$ cat config.mk
export PLATFORM = sky130hd
export DESIGN_NAME = hpack_huffman_decoder
export DESIGN_NICKNAME = d
export VERILOG_FILES = /design/src/hw/rtl/hpack_pkg.sv /design/src/hw/rtl/hpack_huffman_decoder.sv /design/src/hw/rtl/hpack_canon_step.sv
export SDC_FILE = /design/constraint.sdc
export NUM_CORES = 1
export LEC_CHECK = 0
export ABC_AREA = 1
export ABC_CLOCK_PERIOD_IN_PS = 7200
export CAP_MARGIN = 0
export CORE_MARGIN = 2
export CORE_UTILIZATION = 47
export CTS_CLUSTER_SIZE = 28
export DETAILED_ROUTE_END_ITERATION = 8
export DONT_BUFFER_PORTS = 1
export SLEW_MARGIN = 0
export SYNTH_ARGS = -nofsm -noshare
export SYNTH_HDL_FRONTEND = slang
export SYNTH_HIERARCHICAL = 1
export SYNTH_MEMORY_MAX_BITS = 65536
export SYNTH_SLANG_ARGS = --single-unit
$ cat constraint.sdc
create_clock -name clk -period 7.2 [get_ports clk]
set_input_delay 0.72 -clock clk [delete_from_list [all_inputs] [get_ports clk]]
set_output_delay 0.72 -clock clk [all_outputs]
set_load 0.02 [all_outputs]
$ cat src/hw/rtl/hpack_pkg.sv
// ----------------------------------------------------------------------------
// HPACK Huffman decoder package
// Canonical code tables, result kinds and sequencer states.
// ----------------------------------------------------------------------------
package hpack_pkg;

    localparam int MAX_CODE_LEN = 30;
    localparam int OCTET_WIDTH = 8;
    localparam logic [8:0] EOS_SYMBOL = 9'd256;

    typedef enum logic [1:0] {
        KIND_SYMBOL  = 2'd0,
        KIND_END_OK  = 2'd1,
        KIND_BAD_PAD = 2'd2,
        KIND_BAD_CODE = 2'd3
    } kind_t;

    typedef enum logic [2:0] {
        ST_IDLE,
        ST_SCAN,
        ST_EMIT,
        ST_STATUS,
        ST_HOLD
    } state_t;

    typedef struct packed {
        logic [7:0] symbol;
        logic [1:0] kind;
        logic       last_of_run;
    } result_t;

    function automatic logic [4:0] len_count(input logic [4:0] len);
        logic [4:0] c;
        begin
            case (len)
                5'd5:  c = 5'd10;
                5'd6:  c = 5'd26;
                5'd7:  c = 5'd0;
                5'd8:  c = 5'd6;
                5'd10: c = 5'd5;
                5'd11: c = 5'd3;
                5'd12: c = 5'd2;
                5'd13: c = 5'd6;
                5'd14: c = 5'd2;
                5'd15: c = 5'd3;
                5'd19: c = 5'd3;
                5'd20: c = 5'd8;
                5'd21: c = 5'd13;
                5'd22: c = 5'd26;
                5'd23: c = 5'd29;
                5'd24: c = 5'd12;
                5'd25: c = 5'd4;
                5'd26: c = 5'd15;
                5'd27: c = 5'd19;
                5'd28: c = 5'd29;
                5'd30: c = 5'd4;
                default: c = 5'd0;
            endcase
            return c;
        end
    endfunction

    // length 7 holds 32 codes, beyond the 5-bit count
    function automatic logic [5:0] len_count6(input logic [4:0] len);
        begin
            return (len == 5'd7) ? 6'd32 : {1'b0, len_count(len)};
        end
    endfunction

    function automatic logic [8:0] sym_order(input logic [8:0] idx);
        logic [8:0] s;
        begin
            case (idx)
                9'd0: s = 9'd48; 9'd1: s = 9'd49; 9'd2: s = 9'd50; 9'd3: s = 9'd97;
                9'd4: s = 9'd99; 9'd5: s = 9'd101; 9'd6: s = 9'd105; 9'd7: s = 9'd111;
                9'd8: s = 9'd115; 9'd9: s = 9'd116;
                9'd10: s = 9'd32; 9'd11: s = 9'd37; 9'd12: s = 9'd45; 9'd13: s = 9'd46;
                9'd14: s = 9'd47; 9'd15: s = 9'd51; 9'd16: s = 9'd52; 9'd17: s = 9'd53;
                9'd18: s = 9'd54; 9'd19: s = 9'd55; 9'd20: s = 9'd56; 9'd21: s = 9'd57;
                9'd22: s = 9'd61; 9'd23: s = 9'd65; 9'd24: s = 9'd95; 9'd25: s = 9'd98;
                9'd26: s = 9'd100; 9'd27: s = 9'd102; 9'd28: s = 9'd103; 9'd29: s = 9'd104;
                9'd30: s = 9'd108; 9'd31: s = 9'd109; 9'd32: s = 9'd110; 9'd33: s = 9'd112;
                9'd34: s = 9'd114; 9'd35: s = 9'd117;
                9'd36: s = 9'd58; 9'd37: s = 9'd66; 9'd38: s = 9'd67; 9'd39: s = 9'd68;
                9'd40: s = 9'd69; 9'd41: s = 9'd70; 9'd42: s = 9'd71; 9'd43: s = 9'd72;
                9'd44: s = 9'd73; 9'd45: s = 9'd74; 9'd46: s = 9'd75; 9'd47: s = 9'd76;
                9'd48: s = 9'd77; 9'd49: s = 9'd78; 9'd50: s = 9'd79; 9'd51: s = 9'd80;
                9'd52: s = 9'd81; 9'd53: s = 9'd82; 9'd54: s = 9'd83; 9'd55: s = 9'd84;
                9'd56: s = 9'd85; 9'd57: s = 9'd86; 9'd58: s = 9'd87; 9'd59: s = 9'd89;
                9'd60: s = 9'd106; 9'd61: s = 9'd107; 9'd62: s = 9'd113; 9'd63: s = 9'd118;
                9'd64: s = 9'd119; 9'd65: s = 9'd120; 9'd66: s = 9'd121; 9'd67: s = 9'd122;
                9'd68: s = 9'd38; 9'd69: s = 9'd42; 9'd70: s = 9'd44; 9'd71: s = 9'd59;
                9'd72: s = 9'd88; 9'd73: s = 9'd90;
                9'd74: s = 9'd33; 9'd75: s = 9'd34; 9'd76: s = 9'd40; 9'd77: s = 9'd41;
                9'd78: s = 9'd63;
                9'd79: s = 9'd39; 9'd80: s = 9'd43; 9'd81: s = 9'd124;
                9'd82: s = 9'd35; 9'd83: s = 9'd62;
                9'd84: s = 9'd0; 9'd85: s = 9'd36; 9'd86: s = 9'd64; 9'd87: s = 9'd91;
                9'd88: s = 9'd93; 9'd89: s = 9'd126;
                9'd90: s = 9'd94; 9'd91: s = 9'd125;
                9'd92: s = 9'd60; 9'd93: s = 9'd96; 9'd94: s = 9'd123;
                9'd95: s = 9'd92; 9'd96: s = 9'd195; 9'd97: s = 9'd208;
                9'd98: s = 9'd128; 9'd99: s = 9'd130; 9'd100: s = 9'd131; 9'd101: s = 9'd162;
                9'd102: s = 9'd184; 9'd103: s = 9'd194; 9'd104: s = 9'd224; 9'd105: s = 9'd226;
                9'd106: s = 9'd153; 9'd107: s = 9'd161; 9'd108: s = 9'd167; 9'd109: s = 9'd172;
                9'd110: s = 9'd176; 9'd111: s = 9'd177; 9'd112: s = 9'd179; 9'd113: s = 9'd209;
                9'd114: s = 9'd216; 9'd115: s = 9'd217; 9'd116: s = 9'd227; 9'd117: s = 9'd229;
                9'd118: s = 9'd230;
                9'd119: s = 9'd129; 9'd120: s = 9'd132; 9'd121: s = 9'd133; 9'd122: s = 9'd134;
                9'd123: s = 9'd136; 9'd124: s = 9'd146; 9'd125: s = 9'd154; 9'd126: s = 9'd156;
                9'd127: s = 9'd160; 9'd128: s = 9'd163; 9'd129: s = 9'd164; 9'd130: s = 9'd169;
                9'd131: s = 9'd170; 9'd132: s = 9'd173; 9'd133: s = 9'd178; 9'd134: s = 9'd181;
                9'd135: s = 9'd185; 9'd136: s = 9'd186; 9'd137: s = 9'd187; 9'd138: s = 9'd189;
                9'd139: s = 9'd190; 9'd140: s = 9'd196; 9'd141: s = 9'd198; 9'd142: s = 9'd228;
                9'd143: s = 9'd232; 9'd144: s = 9'd233;
                9'd145: s = 9'd1; 9'd146: s = 9'd135; 9'd147: s = 9'd137; 9'd148: s = 9'd138;
                9'd149: s = 9'd139; 9'd150: s = 9'd140; 9'd151: s = 9'd141; 9'd152: s = 9'd143;
                9'd153: s = 9'd147; 9'd154: s = 9'd149; 9'd155: s = 9'd150; 9'd156: s = 9'd151;
                9'd157: s = 9'd152; 9'd158: s = 9'd155; 9'd159: s = 9'd157; 9'd160: s = 9'd158;
                9'd161: s = 9'd165; 9'd162: s = 9'd166; 9'd163: s = 9'd168; 9'd164: s = 9'd174;
                9'd165: s = 9'd175; 9'd166: s = 9'd180; 9'd167: s = 9'd182; 9'd168: s = 9'd183;
                9'd169: s = 9'd188; 9'd170: s = 9'd191; 9'd171: s = 9'd197; 9'd172: s = 9'd231;
                9'd173: s = 9'd239;
                9'd174: s = 9'd9; 9'd175: s = 9'd142; 9'd176: s = 9'd144; 9'd177: s = 9'd145;
                9'd178: s = 9'd148; 9'd179: s = 9'd159; 9'd180: s = 9'd171; 9'd181: s = 9'd206;
                9'd182: s = 9'd215; 9'd183: s = 9'd225; 9'd184: s = 9'd236; 9'd185: s = 9'd237;
                9'd186: s = 9'd199; 9'd187: s = 9'd207; 9'd188: s = 9'd234; 9'd189: s = 9'd235;
                9'd190: s = 9'd192; 9'd191: s = 9'd193; 9'd192: s = 9'd200; 9'd193: s = 9'd201;
                9'd194: s = 9'd202; 9'd195: s = 9'd205; 9'd196: s = 9'd210; 9'd197: s = 9'd213;
                9'd198: s = 9'd218; 9'd199: s = 9'd219; 9'd200: s = 9'd238; 9'd201: s = 9'd240;
                9'd202: s = 9'd242; 9'd203: s = 9'd243; 9'd204: s = 9'd255;
                9'd205: s = 9'd203; 9'd206: s = 9'd204; 9'd207: s = 9'd211; 9'd208: s = 9'd212;
                9'd209: s = 9'd214; 9'd210: s = 9'd221; 9'd211: s = 9'd222; 9'd212: s = 9'd223;
                9'd213: s = 9'd241; 9'd214: s = 9'd244; 9'd215: s = 9'd245; 9'd216: s = 9'd246;
                9'd217: s = 9'd247; 9'd218: s = 9'd248; 9'd219: s = 9'd250; 9'd220: s = 9'd251;
                9'd221: s = 9'd252; 9'd222: s = 9'd253; 9'd223: s = 9'd254;
                9'd224: s = 9'd2; 9'd225: s = 9'd3; 9'd226: s = 9'd4; 9'd227: s = 9'd5;
                9'd228: s = 9'd6; 9'd229: s = 9'd7; 9'd230: s = 9'd8; 9'd231: s = 9'd11;
                9'd232: s = 9'd12; 9'd233: s = 9'd14; 9'd234: s = 9'd15; 9'd235: s = 9'd16;
                9'd236: s = 9'd17; 9'd237: s = 9'd18; 9'd238: s = 9'd19; 9'd239: s = 9'd20;
                9'd240: s = 9'd21; 9'd241: s = 9'd23; 9'd242: s = 9'd24; 9'd243: s = 9'd25;
                9'd244: s = 9'd26; 9'd245: s = 9'd27; 9'd246: s = 9'd28; 9'd247: s = 9'd29;
                9'd248: s = 9'd30; 9'd249: s = 9'd31; 9'd250: s = 9'd127; 9'd251: s = 9'd220;
                9'd252: s = 9'd249;
                9'd253: s = 9'd10; 9'd254: s = 9'd13; 9'd255: s = 9'd22; 9'd256: s = 9'd256;
                default: s = 9'd0;
            endcase
            return s;
        end
    endfunction

endpackage

$ cat src/hw/rtl/hpack_huffman_decoder.sv
// ----------------------------------------------------------------------------
// HPACK Huffman decoder
// Decodes an RFC 7541 Huffman string one octet at a time.
// A symbol is held until the next code or the end of the scan says whether it ends
// the run. Each octet is scanned by the one-length-per-cycle canonical compare unit,
// and no new octet is accepted until that scan is done; after a bad code, octets
// are discarded at one octet per cycle. Each result also waits for m_tready.
// Reset clears accumulator, count and error flag.
// ----------------------------------------------------------------------------
module hpack_huffman_decoder #(
    parameter int ACCUM_BITS = 40
) (
    input  logic        clk,
    input  logic        rst_n,
    input  logic        s_tvalid,
    output logic        s_tready,
    input  logic [7:0]  s_tdata,   // in_octet
    input  logic        s_tlast,   // final_octet
    output logic        m_tvalid,
    input  logic        m_tready,
    output logic [7:0]  m_tdata,   // symbol
    output logic [1:0]  m_tuser,   // kind
    output logic        m_tlast    // last_of_run
);

    localparam int CW = $clog2(ACCUM_BITS + 1);

    hpack_pkg::state_t state_reg, state_next;
    logic [ACCUM_BITS-1:0] acc_reg, acc_next;
    logic [CW-1:0]  cnt_reg, cnt_next;
    logic           err_reg, err_next;
    logic           fin_reg, fin_next;
    logic [1:0]     nsym_reg, nsym_next;
    logic [4:0]     len_reg, len_next;
    logic [29:0]    first_reg, first_next;
    logic [8:0]     off_reg, off_next;
    logic [8:0]     hit_idx_reg, hit_idx_next;
    logic           ov_reg, ov_next;
    logic           hold_v_reg, hold_v_next;
    logic [7:0]     hold_sym_reg, hold_sym_next;
    hpack_pkg::result_t res_reg, res_next;

    logic [29:0] head_bits;
    logic [ACCUM_BITS+29:0] ext;
    logic        u_hit;
    logic [8:0]  u_idx;
    logic [29:0] u_first;
    logic [8:0]  u_off;
    logic [8:0]  sym9;
    logic [7:0]  pad_ones;
    logic        pad_ok;
    logic        fire_in;
    logic        no_code;

    // head 30 bits, left aligned, zero filled below count
    always_comb
    begin
        ext = {acc_reg, 30'd0} >> cnt_reg;
        head_bits = ext[29:0];
    end

    hpack_canon_step u_step (
        .len         (len_reg),
        .head_bits   (head_bits),
        .first_code  (first_reg),
        .offset      (off_reg),
        .hit         (u_hit),
        .symbol_index(u_idx),
        .first_next  (u_first),
        .offset_next (u_off)
    );

    assign sym9 = hpack_pkg::sym_order(hit_idx_reg);
    assign pad_ones = 8'((16'd1 << cnt_reg[2:0]) - 16'd1);
    assign pad_ok = (cnt_reg <= CW'(7)) && (acc_reg[7:0] == pad_ones);
    assign fire_in = s_tvalid && s_tready;
    assign no_code = ({1'b0, len_reg} > 6'(cnt_reg)) || (len_reg > 5'd30);

    assign s_tready = (state_reg == hpack_pkg::ST_IDLE);
    assign m_tvalid = ov_reg;
    assign m_tdata = res_reg.symbol;
    assign m_tuser = res_reg.kind;
    assign m_tlast = res_reg.last_of_run;

    always_comb
    begin
        state_next = state_reg;
        case (state_reg)
            hpack_pkg::ST_IDLE:
            begin
                if (fire_in)
                begin
                    state_next = err_reg ? hpack_pkg::ST_IDLE : hpack_pkg::ST_SCAN;
                end
            end
            hpack_pkg::ST_SCAN:
            begin
                if (no_code)
                begin
                    if (fin_reg)
                    begin
                        state_next = hpack_pkg::ST_STATUS;
                    end
                    else
                    begin
                        state_next = hold_v_reg ? hpack_pkg::ST_HOLD : hpack_pkg::ST_IDLE;
                    end
                end
                else if (u_hit)
                begin
                    state_next = hpack_pkg::ST_EMIT;
                end
            end
            hpack_pkg::ST_EMIT:
            begin
                if (sym9 == hpack_pkg::EOS_SYMBOL)
                begin
                    if (!ov_reg && !hold_v_reg)
                    begin
                        state_next = hpack_pkg::ST_IDLE;
                    end
                end
                else if (nsym_reg == 2'd0)
                begin
                    state_next = hpack_pkg::ST_SCAN;
                end
                else if (!ov_reg)
                begin
                    state_next = fin_reg ? hpack_pkg::ST_STATUS : hpack_pkg::ST_HOLD;
                end
            end
            hpack_pkg::ST_STATUS:
            begin
                if (!ov_reg && !hold_v_reg)
                begin
                    state_next = hpack_pkg::ST_IDLE;
                end
            end
            hpack_pkg::ST_HOLD:
            begin
                if (!ov_reg)
                begin
                    state_next = hpack_pkg::ST_IDLE;
                end
            end
            default: state_next = hpack_pkg::ST_IDLE;
        endcase
    end

    always_comb
    begin
        acc_next = acc_reg;
        cnt_next = cnt_reg;
        err_next = err_reg;
        fin_next = fin_reg;
        nsym_next = nsym_reg;
        len_next = len_reg;
        first_next = first_reg;
        off_next = off_reg;
        hit_idx_next = hit_idx_reg;
        hold_v_next = hold_v_reg;
        hold_sym_next = hold_sym_reg;
        ov_next = ov_reg && !m_tready;
        res_next = res_reg;
        case (state_reg)
            hpack_pkg::ST_IDLE:
            begin
                if (fire_in)
                begin
                    fin_next = s_tlast;
                    if (err_reg)
                    begin
                        if (s_tlast)
                        begin
                            err_next = 1'b0;
                            acc_next = '0;
                            cnt_next = '0;
                        end
                    end
                    else
                    begin
                        acc_next = {acc_reg[ACCUM_BITS-hpack_pkg::OCTET_WIDTH-1:0], s_tdata};
                        cnt_next = cnt_reg + CW'(hpack_pkg::OCTET_WIDTH);
                        nsym_next = 2'd0;
                        len_next = 5'd1;
                        first_next = '0;
                        off_next = '0;
                    end
                end
            end
            hpack_pkg::ST_SCAN:
            begin
                if (no_code)
                begin
                end
                else if (u_hit)
                begin
                    hit_idx_next = u_idx;
                end
                else
                begin
                    len_next = len_reg + 5'd1;
                    first_next = u_first;
                    off_next = u_off;
                end
            end
            hpack_pkg::ST_EMIT:
            begin
                if (sym9 == hpack_pkg::EOS_SYMBOL)
                begin
                    if (!ov_reg)
                    begin
                        ov_next = 1'b1;
                        if (hold_v_reg)
                        begin
                            res_next.symbol = hold_sym_reg;
                            res_next.kind = hpack_pkg::KIND_SYMBOL;
                            res_next.last_of_run = 1'b0;
                            hold_v_next = 1'b0;
                        end
                        else
                        begin
                            res_next.symbol = 8'd0;
                            res_next.kind = hpack_pkg::KIND_BAD_CODE;
                            res_next.last_of_run = 1'b1;
                            acc_next = '0;
                            cnt_next = '0;
                            err_next = !fin_reg;
                        end
                    end
                end
                else if (nsym_reg == 2'd0)
                begin
                    hold_v_next = 1'b1;
                    hold_sym_next = sym9[7:0];
                    cnt_next = cnt_reg - CW'(len_reg);
                    acc_next = acc_reg & ((ACCUM_BITS'(1) << (cnt_reg - CW'(len_reg)))
                               - ACCUM_BITS'(1));
                    nsym_next = 2'd1;
                    len_next = 5'd1;
                    first_next = '0;
                    off_next = '0;
                end
                else if (!ov_reg)
                begin
                    ov_next = 1'b1;
                    res_next.symbol = hold_sym_reg;
                    res_next.kind = hpack_pkg::KIND_SYMBOL;
                    res_next.last_of_run = 1'b0;
                    hold_v_next = 1'b1;
                    hold_sym_next = sym9[7:0];
                    cnt_next = cnt_reg - CW'(len_reg);
                    acc_next = acc_reg & ((ACCUM_BITS'(1) << (cnt_reg - CW'(len_reg)))
                               - ACCUM_BITS'(1));
                    nsym_next = 2'd2;
                end
            end
            hpack_pkg::ST_STATUS:
            begin
                if (!ov_reg)
                begin
                    ov_next = 1'b1;
                    if (hold_v_reg)
                    begin
                        res_next.symbol = hold_sym_reg;
                        res_next.kind = hpack_pkg::KIND_SYMBOL;
                        res_next.last_of_run = 1'b0;
                        hold_v_next = 1'b0;
                    end
                    else
                    begin
                        res_next.symbol = 8'd0;
                        res_next.kind = pad_ok ? hpack_pkg::KIND_END_OK
                                               : hpack_pkg::KIND_BAD_PAD;
                        res_next.last_of_run = 1'b1;
                        acc_next = '0;
                        cnt_next = '0;
                        err_next = 1'b0;
                    end
                end
            end
            hpack_pkg::ST_HOLD:
            begin
                if (!ov_reg)
                begin
                    ov_next = 1'b1;
                    res_next.symbol = hold_sym_reg;
                    res_next.kind = hpack_pkg::KIND_SYMBOL;
                    res_next.last_of_run = 1'b1;
                    hold_v_next = 1'b0;
                end
            end
            default: ;
        endcase
    end

    always_ff @(posedge clk or negedge rst_n)
    begin
        if (!rst_n)
        begin
            state_reg <= hpack_pkg::ST_IDLE;
            acc_reg <= '0;
            cnt_reg <= '0;
            err_reg <= 1'b0;
            ov_reg <= 1'b0;
            fin_reg <= 1'b0;
            nsym_reg <= 2'd0;
            len_reg <= 5'd1;
            first_reg <= '0;
            off_reg <= '0;
            hit_idx_reg <= '0;
            hold_v_reg <= 1'b0;
            hold_sym_reg <= '0;
            res_reg <= '0;
        end
        else
        begin
            state_reg <= state_next;
            acc_reg <= acc_next;
            cnt_reg <= cnt_next;
            err_reg <= err_next;
            ov_reg <= ov_next;
            fin_reg <= fin_next;
            nsym_reg <= nsym_next;
            len_reg <= len_next;
            first_reg <= first_next;
            off_reg <= off_next;
            hit_idx_reg <= hit_idx_next;
            hold_v_reg <= hold_v_next;
            hold_sym_reg <= hold_sym_next;
            res_reg <= res_next;
        end
    end

endmodule

$ cat src/hw/rtl/hpack_canon_step.sv
// ----------------------------------------------------------------------------
// HPACK canonical code step
// One code length per cycle: compare the head bits against the first code
// of that length and advance the canonical first code and table offset.
// ----------------------------------------------------------------------------
module hpack_canon_step (
    input  logic [4:0]  len,
    input  logic [29:0] head_bits,
    input  logic [29:0] first_code,
    input  logic [8:0]  offset,
    output logic        hit,
    output logic [8:0]  symbol_index,
    output logic [29:0] first_next,
    output logic [8:0]  offset_next
);

    logic [29:0] cand;
    logic [29:0] diff;
    logic [5:0]  cnt;
    logic [29:0] sum;

    always_comb
    begin
        cnt = hpack_pkg::len_count6(len);
        cand = head_bits >> (5'd30 - len);
        diff = cand - first_code;
        hit = (cand >= first_code) && (diff < {24'd0, cnt});
        symbol_index = offset + diff[8:0];
        sum = first_code + {24'd0, cnt};
        first_next = {sum[28:0], 1'b0};
        offset_next = offset + {3'd0, cnt};
    end

endmodule

==> metrics.yaml <==
post_synth_num_cell_types: 72
root_buffer: "clkbuf_16"
syn-num-nets: 3148
period_share_pct: 90.7
critical_path_class: "reg2reg"
die_x_um: 198
holdWs_ns: 0.122
drt-initial-drc-count: 1981
syn_to_final_growth_pct: 5.48
yosysSeqAreaShare_pct: 18.0
start_util_pct: 48.0
grt_pass1_wl_um: 106000
clock-sinks: 127
setup-violations-final: 0
grt_setup_unrepaired: "false"
slew_viol_final: 0
status: "finished, final reports clean"
vias_per_cell: 5.93
cpMaxStageDelayCell: "dfrtp_4"
clk_latency_ns: 0.46
layout_commonest_cell: "nand2_1"
wl_um: 67500
final_cell_mix: "nand2_1, inv_1, nor2_1"
first_pass_iters: 8
core.rowCount: 70
finClkSkew_ns: 0.0232
critical_path.startpoint: "cnt_reg[0]"
synth_edf_count: 0
clockBufferDepth: 2
slew_headroom_pct: 37.2
port_buffers: 0
synth_area_um2: 17600
maxCapViolations: 0
grt_pass1_vias: 19200
antenna_found_initial: 1
gp_congestion: 1.05
die-area_um2: 39100
path_max_fanout: 35
hold_violations: 0
ys_warn_count: 6
fill_cells: 3999
r2r-end: "off_reg[5]"
fin_nets: 3084
clkTransAtPathRegs_ns: 0.06
post_drt_wl_per_cell_um: 19.5
grt_max_degree: 127
drtAntennaViolNets: 0
r2r_slack_ns: 0.67
overflow: 0
reg2reg_from: "cnt_reg[0]"
core_um2: 36800
ys_ff_latch: 127
cts_buffers: 17
crit_path_start_kind: "flop"
multi_input_area_um2: 12500
max_freq_mhz: 153
synthArstFlopShare_pct: 100
cpMostUsedCell: "nand2_1"
pin_count: 26
dpl.hpwl_um: 52300
drc: 0
reg2reg_depth: 41
fin_area_um2: 18600
period_minus_slack_ns: 6.53
avgSynthCellArea_um2: 5.79
min_path_type: "in2async"
cts_max_level: 4
setup_tns_ns: 0
arrival_ns: 6.91
synthFlopType: "dfrtp_1"
cts_tree: "yes"
cp_slowest_stage_delay_ns: 0.58
place_area_um2: 18000
grt_util_all_layers_pct: 34.7
drive_gt1_share_pct: 5.74
netlist_instances: 3047
diodes: 0
regArea_um2: 3180
worst_slew_pin_slew_ns: 0.938
largest_reg_flops: 40
cp.required_ns: 7.58
die_h_um: 198
dr_total_vias: 20500
cp-end-kind: "flop"
-- layer usage --
metal | share of wire [%] | vias to the layer above | track usage (%)
met5 | 0.016 | - | 0
met4 | 4.7 | 2 | 16.4
met1 | 42 | 9551 | 44.4
met2 | 46 | 917 | 57.6
met3 | 6.9 | 181 | 4.70
li1 | - | 9896 | -
-- repair_timing --
action	4_1_cts	5_1_grt
gates resized for setup	0	9
hold buffers	1	0
endpoints found under the hold margin	126	0
setup endpoints to repair	0	53
buffers inserted	0	2
-- logic make-up after synthesis --
group / Yosys count / synth area share (%)
buf+inv: 487 / 11.0
xor+xnor: 59 / 2.93
mux: 56 / 3.18
compound gates: 556 / 18.2
flops: 127 / 18.0
simple gates: 1673 / 40.2
fa+ha+maj: 88 / 6.45
other cells: 1 / 0.0213
-- how the worst max path moves through the flow --
stage	slack [ns]	cells after the start	to
floorplan	1.91	41	len_reg[1]
global placement	0.52	40	first_reg[19]
detailed placement	0.45	40	first_reg[28]
CTS	0.39	40	off_reg[5]
global route	0.06	41	off_reg[5]
finish	0.67	41	off_reg[5]
-- metrics by stage --
stage                     setup WS, ns  util [%]  instances
final                            0.668      50.6       3464
after global routing            0.0591      50.6       3464
after CTS                        0.388      50.5       3462
after detailed placement         0.447      48.8       3429
after global placement           0.517      48.8       3429
after floorplan                   1.91         -       3047
-- critical path, delay by kind of cell, from the launching register on --
| kind | cells | cell delay [ns] |
|---|---|---|
| buf+inv | 7 | 0.92 |
| mux | 2 | 0.43 |
| xor+xnor | 1 | 0.30 |
| flops | 1 | 0.58 |
| simple gates | 18 | 1.60 |
| fa+ha+maj | 3 | 0.94 |
| compound gates | 10 | 1.70 |
-- cells in the mapped netlist, types with 17 or more instances --
master,n,share of area [%]
nand2_1,976,21
inv_1,344,7.3
nor2_1,282,6.0
o21ai_0,280,7.9
nand3_1,245,7.0
dfrtp_1,126,18
a21oi_1,110,3.1
ha_1,83,5.9
clkbuf_1,61,1.3
mux2i_1,56,3.2
xor2_1,48,2.4
nand4_1,40,1.4
nor3_1,37,1.0
buf_2,36,1.0
nand2_2,26,0.92
o211ai_1,23,0.98
o22ai_1,21,0.74
nor2_2,19,0.67
o221ai_1,17,0.84
-- final cells by class --
type	instances	area share, %
flip-flops and latches	127	17.1
clock inverters	13	0.820
multi-input cells	2433	67.4
well taps	468	3.15
repair buffers	39	1.79
inverters	365	7.40
clock buffers	19	2.33
Power is not shown: default switching activity piles up to over one toggle a cycle in this logic, so the estimate is an artifact.
